`config.mk`:
```
export PLATFORM = sky130hd
export DESIGN_NAME = rdmc_ctrl
export DESIGN_NICKNAME = d
export VERILOG_FILES = /design/src/hdl/rdmc_pkg.sv /design/src/hdl/rdmc_ctrl.sv
export SDC_FILE = /design/constraint.sdc
export NUM_CORES = 1
export LEC_CHECK = 0
export BUFFER_PORTS_ARGS = -buffer_cell sky130_fd_sc_hd__buf_2
export CORE_MARGIN = 4
export CORE_UTILIZATION = 45
export DETAILED_ROUTE_END_ITERATION = 12
export HOLD_SLACK_MARGIN = 0.08
export PLACE_DENSITY = 0.84
export SLEW_MARGIN = 20
export SYNTH_ARGS = -nofsm -noshare
export SYNTH_HDL_FRONTEND = slang
export SYNTH_SLANG_ARGS = --single-unit
```
`constraint.sdc`:
```
create_clock -name clk -period 1.45 [get_ports clk]
set_input_delay 0.145 -clock clk [delete_from_list [all_inputs] [get_ports clk]]
set_output_delay 0.145 -clock clk [all_outputs]
set_load 0.01 [all_outputs]
```
`src/hdl/rdmc_pkg.sv`:
```
package rdmc_pkg;

  localparam logic [1:0] KIND_START = 2'd0;
  localparam logic [1:0] KIND_DRAW  = 2'd1;
  localparam logic [1:0] KIND_READ  = 2'd2;

  localparam logic [1:0] T_WALL  = 2'd0;
  localparam logic [1:0] T_PASS  = 2'd1;
  localparam logic [1:0] T_START = 2'd2;
  localparam logic [1:0] T_END   = 2'd3;

  localparam logic [3:0] ALL_DIRS = 4'hF;
  localparam int         DIM_MIN  = 3;
  localparam int         DIM_RST  = 15;

  localparam logic [2:0] A_CLR   = 3'd0;
  localparam logic [2:0] A_CUR   = 3'd1;
  localparam logic [2:0] A_TGT   = 3'd2;
  localparam logic [2:0] A_WALL  = 3'd3;
  localparam logic [2:0] A_START = 3'd4;
  localparam logic [2:0] A_END   = 3'd5;
  localparam logic [2:0] A_RD    = 3'd6;

  localparam logic [2:0] W_CLR   = 3'd0;
  localparam logic [2:0] W_MASK  = 3'd1;
  localparam logic [2:0] W_TGT   = 3'd2;
  localparam logic [2:0] W_WALL  = 3'd3;
  localparam logic [2:0] W_START = 3'd4;
  localparam logic [2:0] W_END   = 3'd5;

  localparam logic CFG_WIDTH  = 1'b0;
  localparam logic CFG_HEIGHT = 1'b1;

  // Store word: kind, untried mask, visited, parent direction.
  typedef struct packed {
    logic [1:0] kind;
    logic [3:0] untried;
    logic       visited;
    logic [1:0] parent;
  } rdmc_word_t;

  typedef struct packed {
    logic       latch_in;
    logic       clr_start;
    logic       clr_step;
    logic [2:0] addr_sel;
    logic       we;
    logic [2:0] wd_sel;
    logic       move_tgt;
    logic       move_back;
    logic       set_fin;
    logic       set_type;
    logic       out_load;
  } rdmc_cmd_t;

  typedef struct packed {
    logic clr_last;
    logic bit_untried;
    logic tgt_ok;
    logic tgt_free;
    logic mask_zero;
    logic at_home;
    logic back_home;
    logic can_draw;
    logic out_free;
  } rdmc_stat_t;

endpackage

```
`src/hdl/rdmc_ctrl.sv`:
```
module rdmc_ctrl (
  input  logic                clk,
  input  logic                rst_n,
  input  logic                in_valid,
  input  logic [1:0]          in_kind,
  output logic                in_stall,
  input  rdmc_pkg::rdmc_stat_t stat,
  output rdmc_pkg::rdmc_cmd_t  cmd
);
  import rdmc_pkg::*;

  localparam logic [3:0] S_IDLE = 4'd0;
  localparam logic [3:0] S_CLR  = 4'd1;
  localparam logic [3:0] S_RDC  = 4'd2;
  localparam logic [3:0] S_CHK  = 4'd3;
  localparam logic [3:0] S_RDT  = 4'd4;
  localparam logic [3:0] S_TCHK = 4'd5;
  localparam logic [3:0] S_WALL = 4'd6;
  localparam logic [3:0] S_BRD  = 4'd7;
  localparam logic [3:0] S_BCHK = 4'd8;
  localparam logic [3:0] S_FS   = 4'd9;
  localparam logic [3:0] S_FE   = 4'd10;
  localparam logic [3:0] S_RD   = 4'd11;
  localparam logic [3:0] S_RDW  = 4'd12;
  localparam logic [3:0] S_RES  = 4'd13;

  logic [3:0] state_r, state_nxt;

  assign in_stall = (state_r != S_IDLE);

  always_comb begin
    state_nxt = state_r;
    cmd       = '0;
    cmd.addr_sel = A_CUR;
    cmd.wd_sel   = W_CLR;
    case (state_r)
      S_IDLE: begin
        if (in_valid) begin
          cmd.latch_in = 1'b1;
          case (in_kind)
            KIND_START: begin
              cmd.clr_start = 1'b1;
              state_nxt = S_CLR;
            end
            KIND_DRAW: state_nxt = stat.can_draw ? S_RDC : S_RES;
            KIND_READ: state_nxt = S_RD;
            default:   state_nxt = S_RES;
          endcase
        end
      end
      S_CLR: begin
        cmd.clr_step = 1'b1;
        cmd.addr_sel = A_CLR;
        cmd.we       = 1'b1;
        cmd.wd_sel   = W_CLR;
        if (stat.clr_last) state_nxt = S_RES;
      end
      S_RDC: state_nxt = S_CHK;
      S_CHK: begin
        if (stat.bit_untried) begin
          cmd.we     = 1'b1;
          cmd.wd_sel = W_MASK;
          state_nxt  = stat.tgt_ok ? S_RDT : S_BRD;
        end else begin
          state_nxt = S_BRD;
        end
      end
      S_RDT: begin
        cmd.addr_sel = A_TGT;
        state_nxt    = S_TCHK;
      end
      S_TCHK: begin
        cmd.addr_sel = A_TGT;
        if (stat.tgt_free) begin
          cmd.we     = 1'b1;
          cmd.wd_sel = W_TGT;
          state_nxt  = S_WALL;
        end else begin
          state_nxt = S_BRD;
        end
      end
      S_WALL: begin
        cmd.addr_sel = A_WALL;
        cmd.we       = 1'b1;
        cmd.wd_sel   = W_WALL;
        cmd.move_tgt = 1'b1;
        state_nxt    = S_RES;
      end
      S_BRD: state_nxt = S_BCHK;
      S_BCHK: begin
        if (!stat.mask_zero) begin
          state_nxt = S_RES;
        end else if (stat.at_home) begin
          state_nxt = S_FS;
        end else begin
          cmd.move_back = 1'b1;
          state_nxt = stat.back_home ? S_FS : S_BRD;
        end
      end
      S_FS: begin
        cmd.addr_sel = A_START;
        cmd.we       = 1'b1;
        cmd.wd_sel   = W_START;
        cmd.set_fin  = 1'b1;
        state_nxt    = S_FE;
      end
      S_FE: begin
        cmd.addr_sel = A_END;
        cmd.we       = 1'b1;
        cmd.wd_sel   = W_END;
        state_nxt    = S_RES;
      end
      S_RD: begin
        cmd.addr_sel = A_RD;
        state_nxt    = S_RDW;
      end
      S_RDW: begin
        cmd.set_type = 1'b1;
        state_nxt    = S_RES;
      end
      S_RES: begin
        if (stat.out_free) begin
          cmd.out_load = 1'b1;
          state_nxt    = S_IDLE;
        end
      end
      default: state_nxt = S_IDLE;
    endcase
  end

  always_ff @(posedge clk) begin
    if (!rst_n) begin
      state_r <= S_IDLE;
    end else begin
      state_r <= state_nxt;
    end
  end

endmodule

```
; ---- Yosys cells after proc, flatten, opt, wreduce, memory -nomap -nowiden
; Cells that the tools add are included.
[classes]
addsub = 0
multipliers = 0
div_mod_pow = 0
magnitude_cmp = 0
eq_ne = 18
shifts = 0
muxes = 28
n_bitwise = 0
reduce_logical = 6
[op_table]
columns = operator, n
row1 = 4-bit case mux with 12 select lines, 1
row2 = 4-bit two-way mux, 9
row3 = 4-bit == test (second input constant), 6
row4 = 4-bit case mux with 6 select lines, 1
row5 = 3-bit case mux with 6 select lines, 1
row6 = 4-bit by 3-bit == test with 1-bit output (second input constant), 4
row7 = 4-bit case mux with 3 select lines, 1
row8 = 1-bit two-way mux, 11
row9 = 4-bit by 2-bit == test with 1-bit output (second input constant), 2
row10 = 2-bit two-way mux, 4
row11 = 2-bit inequality test (second input constant), 3
row12 = 4-bit by 1-bit == test with 1-bit output (second input constant), 1
row13 = 4-bit logical NOT, 1
row14 = 4-bit nonzero test, 1
row15 = 3-bit AND reduction, 1
row16 = 3-bit OR reduction, 1
row17 = 2-bit by 1-bit == test with 1-bit output (second input constant), 1
row18 = 2-bit == test (second input constant), 1
row19 = 2-bit logical NOT, 1
row20 = 2-bit OR reduction, 1
[totals]
regBits = 4
latch_bits = 0
ramBits = 0
rom_bits = 0
in_bits = 14
word_cells = 53
memories = 0

; ---- Depth between registers and ports, before layout
[depth]
word_depth = 4
depth_mapped = 6

; ---- Worst setup path after synthesis
; Ideal clock, no wire load.
[synth_path]
kind = flip-flop to output port
start = register state_r[2]
end = output port cmd[5] (netlist bit)
arrival_time_ns = 1.231
setup_slack_ns = 0.074
stages_incl_launch_ff = 6
n_path_buf = 2
cell_sequence = dfxtp_1 -> buf_6 -> buf_2 -> mux2i_1 -> nor2_1 -> a211oi_1
[synth_lines]
columns = element, line
row1 = "start, declared", rdmc_ctrl.sv:27  ; logic [3:0] state_r, state_nxt;
row2 = "start signal, assigned", rdmc_ctrl.sv:135  ; state_r <= state_nxt;
row3 = "end, declared", rdmc_ctrl.sv:8  ; output rdmc_pkg::rdmc_cmd_t cmd

==> impl_metrics.env <==
export IMPL_ir_worst_vdd_uv=1570
export IMPL_dieHeight_um=45.8
export IMPL_yosys_area_share_simple=0.353
export IMPL_drc=0
export IMPL_seq_area_frac_synth=0.124
export IMPL_syn_inst=92
export IMPL_cts_sinks=4
export IMPL_preCtsSetupSlack_ps=-18.6
export IMPL_design_area_mm2=0.00114
export IMPL_ys_warnings_count=0
export IMPL_worst_pin_slew_ps=373
export IMPL_synthDistinctLibCells=36
export IMPL_setup_viol_count_final=3
export IMPL_synth_top_flop_cell="dfxtp_1"
export IMPL_vias=987
export IMPL_dpl_cell_area_um2=848
export IMPL_synthXorXnorAreaFrac=0
export IMPL_synth_top_area_cell="dfxtp_1"
export IMPL_status="finished with violations"
export IMPL_violations="negative setup slack"
export IMPL_maxSlewViolCount=0
export IMPL_wl_per_cell_um=18.7
export IMPL_hold_ws_ps=215
export IMPL_cp_max_fo=4
export IMPL_async_flop_share=0
export IMPL_cts_hold_buf=0
export IMPL_slowest_stage="dfxtp_4"
export IMPL_fin_nets=157
export IMPL_synthMuxAreaShare=0.0466
export IMPL_core_rowCount=13
export IMPL_die_area_mm2=0.00210
export IMPL_finalSetupTns_ps=-101
export IMPL_min_path_type="in2reg"
export IMPL_max_freq_mhz=664
export IMPL_core_area_mm2=0.00132
export IMPL_fin_crit_sh=1.04
export IMPL_reg_top3="state_r (4)"
export IMPL_die_w_um=45.8
export IMPL_finalWorstSetupSlack_ps=-56.7
export IMPL_drive_gt1_frac=0.638
export IMPL_arrival_ps=1360
export IMPL_num_io_pins=30
export IMPL_grt_setup_unrepaired="true"
export IMPL_area_growth_pct=77.3
export IMPL_worst_setup_path_end_kind="output port"
export IMPL_synth_top_family_by_area="compound AO/OA/AOI/OAI gates"
export IMPL_ys_seq_elements=4
export IMPL_antenna_found_initial=0
export IMPL_clockBufferDepth=2
export IMPL_relSlewSlack=0.750
export IMPL_critPathRequiredTime_ps=1310
export IMPL_port_buffers=29
export IMPL_cap_violations=0
export IMPL_cellPowerDensity_mw_per_mm2=2440
export IMPL_clk_pin_slew_ps=40
export IMPL_synth_edf_count=0
export IMPL_rr_worst_depth=4
export IMPL_largest_register_ffs=4
export IMPL_synth_top_area_frac=0.124
export IMPL_cts_tree="yes"
export IMPL_start_util=0.489
export IMPL_clockRootBuffer="clkbuf_4"
export IMPL_cellLeakagePower_nw=0.537
export IMPL_dp_hpwl_um=1620
export IMPL_routed_wirelength_um=2920
export IMPL_cp_cell_sequence="nor4_4, and2_4, nor3b_2, buf_2"
export IMPL_hold_depth=3
export IMPL_track_usage=0.267
export IMPL_gp_congestion=0.924
export IMPL_ant_nets=0
export IMPL_synthTopCellsByCount="nand2_1, nor2_1, a21oi_1, nand2b_1"
export IMPL_critPathLaunchType="flop"
export IMPL_drtIter0Drc=32
export IMPL_fillers=79
export IMPL_vias_per_cell=6.33
export IMPL_grt_pass1_wl_um=4020
export IMPL_htreeDepth=1
export IMPL_antenna_cells=0
export IMPL_synth_adder_area_share=0
export IMPL_yosys_top_cells_area="dfxtp_1, nand2b_1, a21oi_1"
export IMPL_postSynthAreaPerCell_um2=7.00
export IMPL_min_period_ps=1510
export IMPL_synth_compound_area_frac=0.379
export IMPL_largest_register="state_r"
export IMPL_crit_type="reg2out"
export IMPL_syn_num_nets=106
export IMPL_firstDrtPassIters=4
export IMPL_hold_viol_final=0
export IMPL_fin_skew_ps=9.21
export IMPL_max_stage_delay_ps=350
export IMPL_grt_pass1_vias=880
export IMPL_grt_max_degree=13
export IMPL_cts_made_buffers=3
export IMPL_syn_area_um2=644
export IMPL_overflow=0
export IMPL_clock_latency_ps=240
[metal layers]
metal	wire (um)	vias to the layer above	GRT usage
li1	-	443	-
met1	1030	451	0.305
met2	1450	78	0.495
met3	344	15	0.0474
met4	93	0	0.0682
met5	0	-	0
[cell type report]
cell class,instances,area (um2),share of cell area
clock buffer,3,22.5,0.0197
tap,15,18.8,0.0164
timing repair buffer,53,380,0.333
sequential,4,95.1,0.0832
inverter,4,20.0,0.0175
multi-input combinational,77,606,0.530
[logic make-up (layout without fill, tap and decap cells)]
group                  count (synthesis)  count (layout)
muxes                                  3               3
DFF                                    4               4
AOI/OAI and AO/OA                     32              32
and+or+nand+nor                       42              42
buffers and inverters                 11              60
[report_power, final]
group / switching [W] / total [W] / internal [W]
sequential: 0.000142 / 0.000345 / 0.000202
clock: 0.0000454 / 0.000138 / 0.0000926
combinational: 0.00116 / 0.00231 / 0.00115
total: 0.00135 / 0.00279 / 0.00144
[through the flow]
| step | util | cells | total power [W] |
|---|---|---|---|
| floorplan | - | 92 | 0.00129 |
| finish | 0.867 | 156 | 0.00279 |
| CTS | 0.770 | 152 | 0.00228 |
| detailed placement | 0.644 | 139 | 0.00176 |
| global placement | 0.644 | 139 | 0.00171 |
| global route | 0.867 | 156 | 0.00295 |
[cells in the final DEF, fill, tap and decap left out, drive strengths merged, types with 2 or more instances in the layout]
master	n
buf	53
a311o	2
nor3	5
nand3	4
o21ai	8
nand2b	6
a21oi	6
inv	4
a32oi	2
a211oi	4
nand2	8
clkbuf	3
nor2	9
mux2i	3
dfxtp	4
and2	2
a21o	4
[worst max-delay path, delay by kind of cell (launching register included)]
| family | cells | cell delay, ps |
|---|---|---|
| buffers and inverters | 1 | 150 |
| AND/OR/NAND/NOR | 3 | 630 |
| flip-flops | 1 | 350 |
[worst paths after layout]
check	startpoint	to	slack [ps]
hold / removal	rst_n	state_r[0]	210
setup / recovery	state_r[3]	cmd[13]	-60
hold reg to reg	state_r[2]	state_r[0]	770
setup reg to reg	state_r[0]	state_r[0]	-10
[timing repair]
action,4_1_cts,5_1_grt
pin swaps,9,10
resized for setup,16,26
setup endpoints to repair,14,14
gates cloned,1,0
buffers inserted,9,5
(Power assumes the default switching activity.)
